===== config.mk =====
export PLATFORM = sky130hd
export DESIGN_NAME = nmea_sentence_checker_top
export DESIGN_NICKNAME = d
export VERILOG_FILES = /design/src/rtl/core/nsc_pkg.sv /design/src/rtl/core/nsc_front.sv /design/src/rtl/core/nsc_itemq.sv /design/src/rtl/core/nsc_back.sv /design/src/rtl/core/nmea_sentence_checker_top.sv
export SDC_FILE = /design/constraint.sdc
export NUM_CORES = 1
export LEC_CHECK = 0
export BUFFER_PORTS_ARGS = -buffer_cell sky130_fd_sc_hd__clkbuf_2
export CAP_MARGIN = 20
export CORE_ASPECT_RATIO = 0.6
export CORE_MARGIN = 5
export CORE_UTILIZATION = 64
export DETAILED_ROUTE_END_ITERATION = 10
export PLACE_DENSITY = 0.82
export SETUP_SLACK_MARGIN = 0.2
export SYNTH_ARGS = -nofsm -noshare
export SYNTH_HDL_FRONTEND = slang
export SYNTH_HIERARCHICAL = 1
export SYNTH_SLANG_ARGS = --single-unit

===== constraint.sdc =====
create_clock -name i_clk -period 12.68 [get_ports i_clk]
set_clock_uncertainty 0.05 [all_clocks]
set_input_delay 1.268 -clock i_clk [delete_from_list [all_inputs] [get_ports i_clk]]
set_output_delay 1.268 -clock i_clk [all_outputs]
set_load 0.05 [all_outputs]

===== src/rtl/core/nsc_pkg.sv =====
`default_nettype none
// ----------------------------------------------------------------------------
// NMEA sentence checker package
// Shared types, character constants and helper functions.
// ----------------------------------------------------------------------------
package nsc_pkg;

    localparam logic [7:0] LINE_LIMIT   = 8'd255;
    localparam logic [3:0] KEYWORD_MAX  = 4'd8;

    localparam logic [7:0] CHAR_DOLLAR  = 8'h24;
    localparam logic [7:0] CHAR_STAR    = 8'h2A;
    localparam logic [7:0] CHAR_NEWLINE = 8'h0A;
    localparam logic [7:0] CHAR_LOW     = 8'd32;
    localparam logic [7:0] CHAR_HIGH    = 8'd126;

    localparam logic CFG_KEYWORD_BYTES  = 1'b0;
    localparam logic CFG_KEYWORD_LENGTH = 1'b1;

    typedef enum logic [1:0] {
        CLS_NEWLINE,
        CLS_PRINT,
        CLS_OTHER
    } t_class;

    typedef enum logic [2:0] {
        PH_WAIT_DOLLAR,
        PH_XOR,
        PH_HEX_HIGH,
        PH_HEX_LOW,
        PH_DONE
    } t_phase;

    typedef struct packed {
        logic [7:0] data;
        t_class     cls;
    } t_item;

    typedef struct packed {
        logic       sentence_accepted;
        logic       checksum_valid;
        logic       keyword_seen;
        logic [7:0] line_length;
        logic       line_truncated;
    } t_result;

    function automatic t_class classify(input logic [7:0] c);
        t_class k;
        if (c == CHAR_NEWLINE) begin
            k = CLS_NEWLINE;
        end else if (c >= CHAR_LOW && c <= CHAR_HIGH) begin
            k = CLS_PRINT;
        end else begin
            k = CLS_OTHER;
        end
        return k;
    endfunction

    function automatic logic [3:0] hex_value(input logic [7:0] c);
        logic [3:0] v;
        if (c >= 8'h30 && c <= 8'h39) begin
            v = 4'(c - 8'h30);
        end else if (c >= 8'h41 && c <= 8'h46) begin
            v = 4'(c - 8'h37);
        end else if (c >= 8'h61 && c <= 8'h66) begin
            v = 4'(c - 8'h57);
        end else begin
            v = 4'd0;
        end
        return v;
    endfunction

endpackage
`default_nettype wire


===== src/rtl/core/nsc_front.sv =====
`default_nettype none
// ----------------------------------------------------------------------------
// NMEA sentence checker front end
// Registers each received byte together with its character class.
// ----------------------------------------------------------------------------
module nsc_front (
    input  wire              i_clk,
    input  wire              i_rst_n,
    input  wire              push,
    output logic             full,
    input  wire  [7:0]       i_rx_byte,
    output logic             o_valid,
    output nsc_pkg::t_item   o_item,
    input  wire              i_q_full
);
    import nsc_pkg::*;

    logic  r_valid;
    t_item r_item;
    logic  accept;

    assign full    = r_valid && i_q_full;
    assign accept  = push && !full;
    assign o_valid = r_valid;
    assign o_item  = r_item;

    always_ff @(posedge i_clk) begin
        if (!i_rst_n) begin
            r_valid <= 1'b0;
        end else if (accept) begin
            r_valid <= 1'b1;
        end else if (!i_q_full) begin
            r_valid <= 1'b0;
        end
    end

    always_ff @(posedge i_clk) begin
        if (accept) begin
            r_item.data <= i_rx_byte;
            r_item.cls  <= classify(i_rx_byte);
        end
    end

endmodule
`default_nettype wire


===== src/rtl/core/nsc_itemq.sv =====
`default_nettype none
// ----------------------------------------------------------------------------
// NMEA sentence checker item queue
// Two-entry queue of classified bytes between the front and back ends.
// ----------------------------------------------------------------------------
module nsc_itemq (
    input  wire              i_clk,
    input  wire              i_rst_n,
    input  wire              i_push,
    input  nsc_pkg::t_item   i_item,
    output logic             o_full,
    input  wire              i_pop,
    output nsc_pkg::t_item   o_item,
    output logic             o_empty
);
    import nsc_pkg::*;

    t_item      r_mem [2];
    logic       r_wptr;
    logic       r_rptr;
    logic [1:0] r_count;
    logic       do_push;
    logic       do_pop;

    assign o_full  = (r_count == 2'd2);
    assign o_empty = (r_count == 2'd0);
    assign do_push = i_push && !o_full;
    assign do_pop  = i_pop && !o_empty;
    assign o_item  = r_mem[r_rptr];

    always_ff @(posedge i_clk) begin
        if (!i_rst_n) begin
            r_wptr  <= 1'b0;
            r_rptr  <= 1'b0;
            r_count <= 2'd0;
        end else begin
            if (do_push) begin
                r_wptr <= !r_wptr;
            end
            if (do_pop) begin
                r_rptr <= !r_rptr;
            end
            r_count <= r_count + 2'(do_push) - 2'(do_pop);
        end
    end

    always_ff @(posedge i_clk) begin
        if (do_push) begin
            r_mem[r_wptr] <= i_item;
        end
    end

endmodule
`default_nettype wire


===== src/rtl/core/nsc_back.sv =====
`default_nettype none
// ----------------------------------------------------------------------------
// NMEA sentence checker back end
// Tracks the checksum, keyword window and line length, and queues results.
// ----------------------------------------------------------------------------
module nsc_back (
    input  wire              i_clk,
    input  wire              i_rst_n,
    input  wire  [63:0]      i_keyword_bytes,
    input  wire  [3:0]       i_keyword_length,
    input  wire              i_item_valid,
    input  nsc_pkg::t_item   i_item,
    output logic             o_item_pop,
    output logic             empty,
    input  wire              pop,
    output nsc_pkg::t_result o_result
);
    import nsc_pkg::*;

    t_phase      r_phase;
    t_phase      n_phase;
    logic [7:0]  r_xor;
    logic [7:0]  n_xor;
    logic [7:0]  r_rcv;
    logic [7:0]  n_rcv;
    logic [7:0]  r_kept;
    logic [7:0]  n_kept;
    logic [63:0] r_recent;
    logic [63:0] n_recent;
    logic        r_hit;
    logic        n_hit;

    t_result     r_res [2];
    logic        r_wptr;
    logic        r_rptr;
    logic [1:0]  r_count;

    logic        work;
    logic        finish;
    logic        truncated;
    logic [3:0]  used_len;
    logic [7:0]  kept_inc;
    logic [63:0] recent_shift;
    logic [7:0]  byte_ok;
    logic        window_match;
    logic        sum_valid;
    logic        seen;
    t_result     res;
    logic        res_pop;

    assign work       = i_item_valid && (r_count != 2'd2);
    assign o_item_pop = work;
    assign used_len   = (i_keyword_length > KEYWORD_MAX) ? KEYWORD_MAX : i_keyword_length;
    assign kept_inc   = r_kept + 8'd1;
    assign recent_shift = {r_recent[55:0], i_item.data};

    always_comb begin
        for (int i = 0; i < 8; i++) begin
            if (4'(i) >= used_len) begin
                byte_ok[i] = 1'b1;
            end else begin
                byte_ok[i] = recent_shift[8*i +: 8] ==
                             i_keyword_bytes[8*(3'(used_len - 4'd1 - 4'(i))) +: 8];
            end
        end
    end

    assign window_match = (kept_inc >= {4'd0, used_len}) && (&byte_ok);

    assign sum_valid = (r_phase == PH_HEX_HIGH || r_phase == PH_HEX_LOW ||
                        r_phase == PH_DONE) && (r_xor == r_rcv);
    assign seen      = r_hit || (used_len == 4'd0);

    always_comb begin
        n_phase   = r_phase;
        n_xor     = r_xor;
        n_rcv     = r_rcv;
        n_kept    = r_kept;
        n_recent  = r_recent;
        n_hit     = r_hit;
        finish    = 1'b0;
        truncated = 1'b0;
        if (work) begin
            if (i_item.cls == CLS_NEWLINE || r_kept >= LINE_LIMIT) begin
                finish    = 1'b1;
                truncated = (i_item.cls != CLS_NEWLINE);
                n_phase   = PH_WAIT_DOLLAR;
                n_xor     = 8'd0;
                n_rcv     = 8'd0;
                n_kept    = 8'd0;
                n_recent  = 64'd0;
                n_hit     = 1'b0;
            end else if (i_item.cls == CLS_PRINT) begin
                n_kept   = kept_inc;
                n_recent = recent_shift;
                if (window_match) begin
                    n_hit = 1'b1;
                end
                case (r_phase)
                    PH_WAIT_DOLLAR: begin
                        if (i_item.data == CHAR_DOLLAR) begin
                            n_phase = PH_XOR;
                        end
                    end
                    PH_XOR: begin
                        if (i_item.data == CHAR_STAR) begin
                            n_phase = PH_HEX_HIGH;
                        end else begin
                            n_xor = r_xor ^ i_item.data;
                        end
                    end
                    PH_HEX_HIGH: begin
                        n_rcv   = {hex_value(i_item.data), 4'd0};
                        n_phase = PH_HEX_LOW;
                    end
                    PH_HEX_LOW: begin
                        n_rcv   = {r_rcv[7:4], hex_value(i_item.data)};
                        n_phase = PH_DONE;
                    end
                    default: begin
                        n_phase = r_phase;
                    end
                endcase
            end
        end
    end

    always_comb begin
        res.sentence_accepted = sum_valid && seen;
        res.checksum_valid    = sum_valid;
        res.keyword_seen      = seen;
        res.line_length       = r_kept;
        res.line_truncated    = truncated;
    end

    always_ff @(posedge i_clk) begin
        if (!i_rst_n) begin
            r_phase  <= PH_WAIT_DOLLAR;
            r_xor    <= 8'd0;
            r_rcv    <= 8'd0;
            r_kept   <= 8'd0;
            r_recent <= 64'd0;
            r_hit    <= 1'b0;
        end else begin
            r_phase  <= n_phase;
            r_xor    <= n_xor;
            r_rcv    <= n_rcv;
            r_kept   <= n_kept;
            r_recent <= n_recent;
            r_hit    <= n_hit;
        end
    end

    assign empty    = (r_count == 2'd0);
    assign res_pop  = pop && !empty;
    assign o_result = r_res[r_rptr];

    always_ff @(posedge i_clk) begin
        if (!i_rst_n) begin
            r_wptr  <= 1'b0;
            r_rptr  <= 1'b0;
            r_count <= 2'd0;
        end else begin
            if (finish) begin
                r_wptr <= !r_wptr;
            end
            if (res_pop) begin
                r_rptr <= !r_rptr;
            end
            r_count <= r_count + 2'(finish) - 2'(res_pop);
        end
    end

    always_ff @(posedge i_clk) begin
        if (finish) begin
            r_res[r_wptr] <= res;
        end
    end

endmodule
`default_nettype wire


===== src/rtl/core/nmea_sentence_checker_top.sv =====
`default_nettype none
// ----------------------------------------------------------------------------
// NMEA sentence checker
// Checks received NMEA 0183 lines byte by byte and reports one status per line.
// ----------------------------------------------------------------------------
// Usage:
// Received serial bytes are written with push while full is low; one byte can
// be transferred on every clock cycle. Each byte that ends a line (a newline,
// or any byte arriving on a full line) produces one status result; all other
// bytes produce none.
// A status result is read with pop while empty is low. It becomes visible
// once the line engine has written it into the result queue.
// A front register classifies each byte, a two-entry queue carries it to the
// line engine, and a two-entry result queue holds finished statuses. When pop
// is held low, the line engine stops once two results are waiting, and full
// rises once three further bytes are held; no byte or result is lost.
// The user must write the keyword registers through i_cfg_we, i_cfg_idx and
// i_cfg_data only while no line status is outstanding; this is not enforced.
// Synchronous reset clears all queues, the line state and both registers.
// ----------------------------------------------------------------------------
module nmea_sentence_checker_top (
    input  wire         i_clk,
    input  wire         i_rst_n,
    input  wire         i_cfg_we,
    input  wire         i_cfg_idx,
    input  wire  [63:0] i_cfg_data,
    input  wire         push,
    output logic        full,
    input  wire  [7:0]  i_rx_byte,
    output logic        empty,
    input  wire         pop,
    output logic        o_sentence_accepted,
    output logic        o_checksum_valid,
    output logic        o_keyword_seen,
    output logic [7:0]  o_line_length,
    output logic        o_line_truncated
);
    import nsc_pkg::*;

    logic [63:0] r_keyword_bytes;
    logic [3:0]  r_keyword_length;

    logic        front_valid;
    t_item       front_item;
    logic        q_full;
    logic        q_empty;
    t_item       q_item;
    logic        q_pop;
    t_result     result;

    always_ff @(posedge i_clk) begin
        if (!i_rst_n) begin
            r_keyword_bytes  <= 64'd0;
            r_keyword_length <= 4'd0;
        end else if (i_cfg_we) begin
            case (i_cfg_idx)
                CFG_KEYWORD_BYTES:  r_keyword_bytes  <= i_cfg_data;
                CFG_KEYWORD_LENGTH: r_keyword_length <= i_cfg_data[3:0];
                default:            r_keyword_bytes  <= r_keyword_bytes;
            endcase
        end
    end

    nsc_front u_front (
        .i_clk     (i_clk),
        .i_rst_n   (i_rst_n),
        .push      (push),
        .full      (full),
        .i_rx_byte (i_rx_byte),
        .o_valid   (front_valid),
        .o_item    (front_item),
        .i_q_full  (q_full)
    );

    nsc_itemq u_itemq (
        .i_clk   (i_clk),
        .i_rst_n (i_rst_n),
        .i_push  (front_valid),
        .i_item  (front_item),
        .o_full  (q_full),
        .i_pop   (q_pop),
        .o_item  (q_item),
        .o_empty (q_empty)
    );

    nsc_back u_back (
        .i_clk            (i_clk),
        .i_rst_n          (i_rst_n),
        .i_keyword_bytes  (r_keyword_bytes),
        .i_keyword_length (r_keyword_length),
        .i_item_valid     (!q_empty),
        .i_item           (q_item),
        .o_item_pop       (q_pop),
        .empty            (empty),
        .pop              (pop),
        .o_result         (result)
    );

    assign o_sentence_accepted = result.sentence_accepted;
    assign o_checksum_valid    = result.checksum_valid;
    assign o_keyword_seen      = result.keyword_seen;
    assign o_line_length       = result.line_length;
    assign o_line_truncated    = result.line_truncated;

endmodule
`default_nettype wire

==> qor.yml <==
initial_core_util: 0.654
cts_resized: 0
yosysTopAreaCellShare: 0.248
swShare: 0.334
postRouteAntennaNets: 0
power.switching_w: 0.000696
synthCells: 1308
clock_latency_ns: 0.50
drive_above_1_share: 0.173
hold_violations: 0
vdd_drop_max_mv: 0.116
clkTransAtPathRegs_ns: 0.07
antenna_found_initial: 0
fp.dieArea_mm2: 0.0236
period_minus_slack_ns: 5.31
critPathRequiredTime_ns: 13.05
clock-sinks: 217
cts_buffers: 21
maxCapViolCount: 0
place_area_mm2: 0.0134
status: "finished clean"
setup_viol: 0
synth_area_leaders: "dfxtp_1 (25%), edfxtp_1 (12%), mux2i_1 (10%)"
io_pins: 92
drcViolationCount: 0
endpoint_kind: "register"
seq_power_share: 0.393
setup_tns_ns: 0
syn_area_mm2: 0.0132
synth_edf_count: 54
routedWlPerCell_um: 22.8
cts_tree: "yes"
syn-mean-instance-area_um2: 10.1
dr.first_iter.drc_count: 1526
seq_area_frac_synth: 0.371
chipHeight_um: 121
slew-limit-headroom: 0.301
postLayoutSetupSlackWorst_ns: 7.37
worstPathArrival_ns: 5.69
final_max_slew_viol_count: 0
grtUsageTotal: 0.309
hold_class: "reg2reg"
final.period_utilization: 0.419
fmax_mhz: 188
clk_path_buf_depth: 3
tightest_slew_ns: 1.05
place_ws_ns: 7.49
clockRootBuffer: "clkbuf_16"
vias: 10400
post_cts.repair.setup_buffers: 0
p_comb_frac: 0.279
std_cell_rows: 40
cp_max_fo: 52
grt_pass1_wl_um: 56900
h-tree-depth: 1
synth-async-reset-ratio: 0
yosysUniqueCellTypes: 77
num_antenna_cells: 0
fin_util: 0.706
yosysMostFrequentCell: "nand2_1"
worstSetupPathType: "reg2reg"
fp.dieW_um: 195
yosys_warnings: 6
synthTopCellsByCount: "nand2_1 (239), dfxtp_1 (163), mux2i_1 (134)"
routed_wl_um: 37100
startpoint_type: "register"
rsz0062_at_grt: "false"
core_mm2: 0.0201
fill_cells: 1542
grt_max_degree: 112
globalRouteOverflowTotal: 0
power_density_mw_per_mm2: 147
hold_buffers: 0
synth_top_cell_by_area: "dfxtp_1"
first_pass_iters: 5
cellLeakagePower_nw: 5.37
pwr-share-clk: 0.328
synth_fp_nets: 1403
design_area_mm2: 0.0142
ys_seq_elements: 217
drt-vias-per-instance: 6.41
gp_congestion: 1.07
grt_pass1_vias: 9543
layout.nets: 1437
areaGrowthSynthToFinish_pct: 7.91
place_hpwl_um: 27200
intPower_w: 0.00139
p_total_w: 0.00208
synthFlopType: "dfxtp_1"
numPortBuffers: 91
[power by group through the flow]
stage / logic [W] / registers, W / clock network, W
2_1_floorplan: 0.000450 / 0.000802 / 0
3_3_place_gp: 0.000560 / 0.000829 / 0
3_5_place_dp: 0.000565 / 0.000831 / 0
4_1_cts: 0.000569 / 0.000816 / 0.000692
5_1_grt: 0.000624 / 0.000824 / 0.000725
6_report: 0.000581 / 0.000819 / 0.000683
[path summary, 6_finish.rpt]
check,end,depth (start not counted),startpoint,slack [ns]
setup / recovery,u_back/r_hit,11,r_keyword_length[0],7.37
hold / removal,u_itemq/r_mem[1][8],0,u_front/o_item[8],0.39
setup reg to reg,u_back/r_hit,11,r_keyword_length[0],7.37
hold reg to reg,u_itemq/r_mem[1][8],0,u_front/o_item[8],0.39
[metrics by stage]
stage,hold slack [ns],instances
after CTS,0.392,1628
after detailed placement,0.382,1591
final,0.391,1629
after floorplan,0.371,1308
after global routing,0.400,1629
after global placement,0.376,1591
[logic make-up (layout without fill, tap and decap cells)]
family / after synthesis / after routing / synth area share
AO/OA/AOI/OAI: 179 / 179 / 0.0951
XOR/XNOR: 105 / 105 / 0.0730
adder cells (fa/ha/maj): 17 / 17 / 0.0162
buffers and inverters: 113 / 161 / 0.0550
flip-flops: 217 / 217 / 0.371
multiplexers: 223 / 223 / 0.231
AND/OR/NAND/NOR: 454 / 454 / 0.159
[metal layers]
metal	up-vias	GRT usage	part of all wire
li1	4772	-	-
met1	4988	0.484	0.45
met2	624	0.403	0.39
met3	62	0.118	0.15
met4	0	0.0545	0.017
met5	-	0	0
[flip-flops by register name, summed over array words and instances (netlist names), named ones only]
name and count:
r_keyword_bytes 64, r_keyword_length 4, u_back/r_count 2, u_back/r_hit 1, u_back/r_kept 8, u_back/r_phase 3, u_back/r_rcv 8, u_back/r_recent 56
u_back/r_res 24, u_back/r_rptr 1, u_back/r_wptr 1, u_back/r_xor 8, u_front/o_item 10, u_front/o_valid 1, u_itemq/r_count 2, u_itemq/r_mem 20
u_itemq/r_rptr 1, u_itemq/r_wptr 1
[placed cells by master, fill, tap and decap left out, types with 22 or more instances in the layout]
| master | n |
|---|---|
| clkbuf_2 | 90 |
| xor2_1 | 46 |
| xnor2_1 | 55 |
| a21oi_1 | 27 |
| nand2_1 | 238 |
| dfxtp_1 | 163 |
| a21boi_0 | 60 |
| mux2i_1 | 134 |
| mux4_2 | 55 |
| o21ai_0 | 26 |
| nor2b_1 | 22 |
| nor2_1 | 44 |
| edfxtp_1 | 54 |
| mux2_2 | 29 |
| nand3_1 | 68 |
[layout make-up]
type                    count  area, um2  share of cell area
multi-input cells         978       7580               0.534
clock buffers              29        576              0.0405
well taps                 273        342              0.0241
flip-flops and latches    217       4880               0.344
repair buffers            104        559              0.0394
clock inverters             8        171              0.0121
inverters                  20       80.1             0.00564
[worst max-delay path, stage by stage (launching register included)]
cell       delay, ns
dfxtp_1         0.87
nand2b_4        0.61
inv_6           0.67
ha_1            0.32
xnor3_1         0.69
mux4_2          0.61
xor2_1          0.19
o2111ai_1       0.12
or3_1           0.34
and3_1          0.19
a221o_1         0.27
o31ai_2         0.23
No activity file was read; power rests on OpenSTA's default activity.
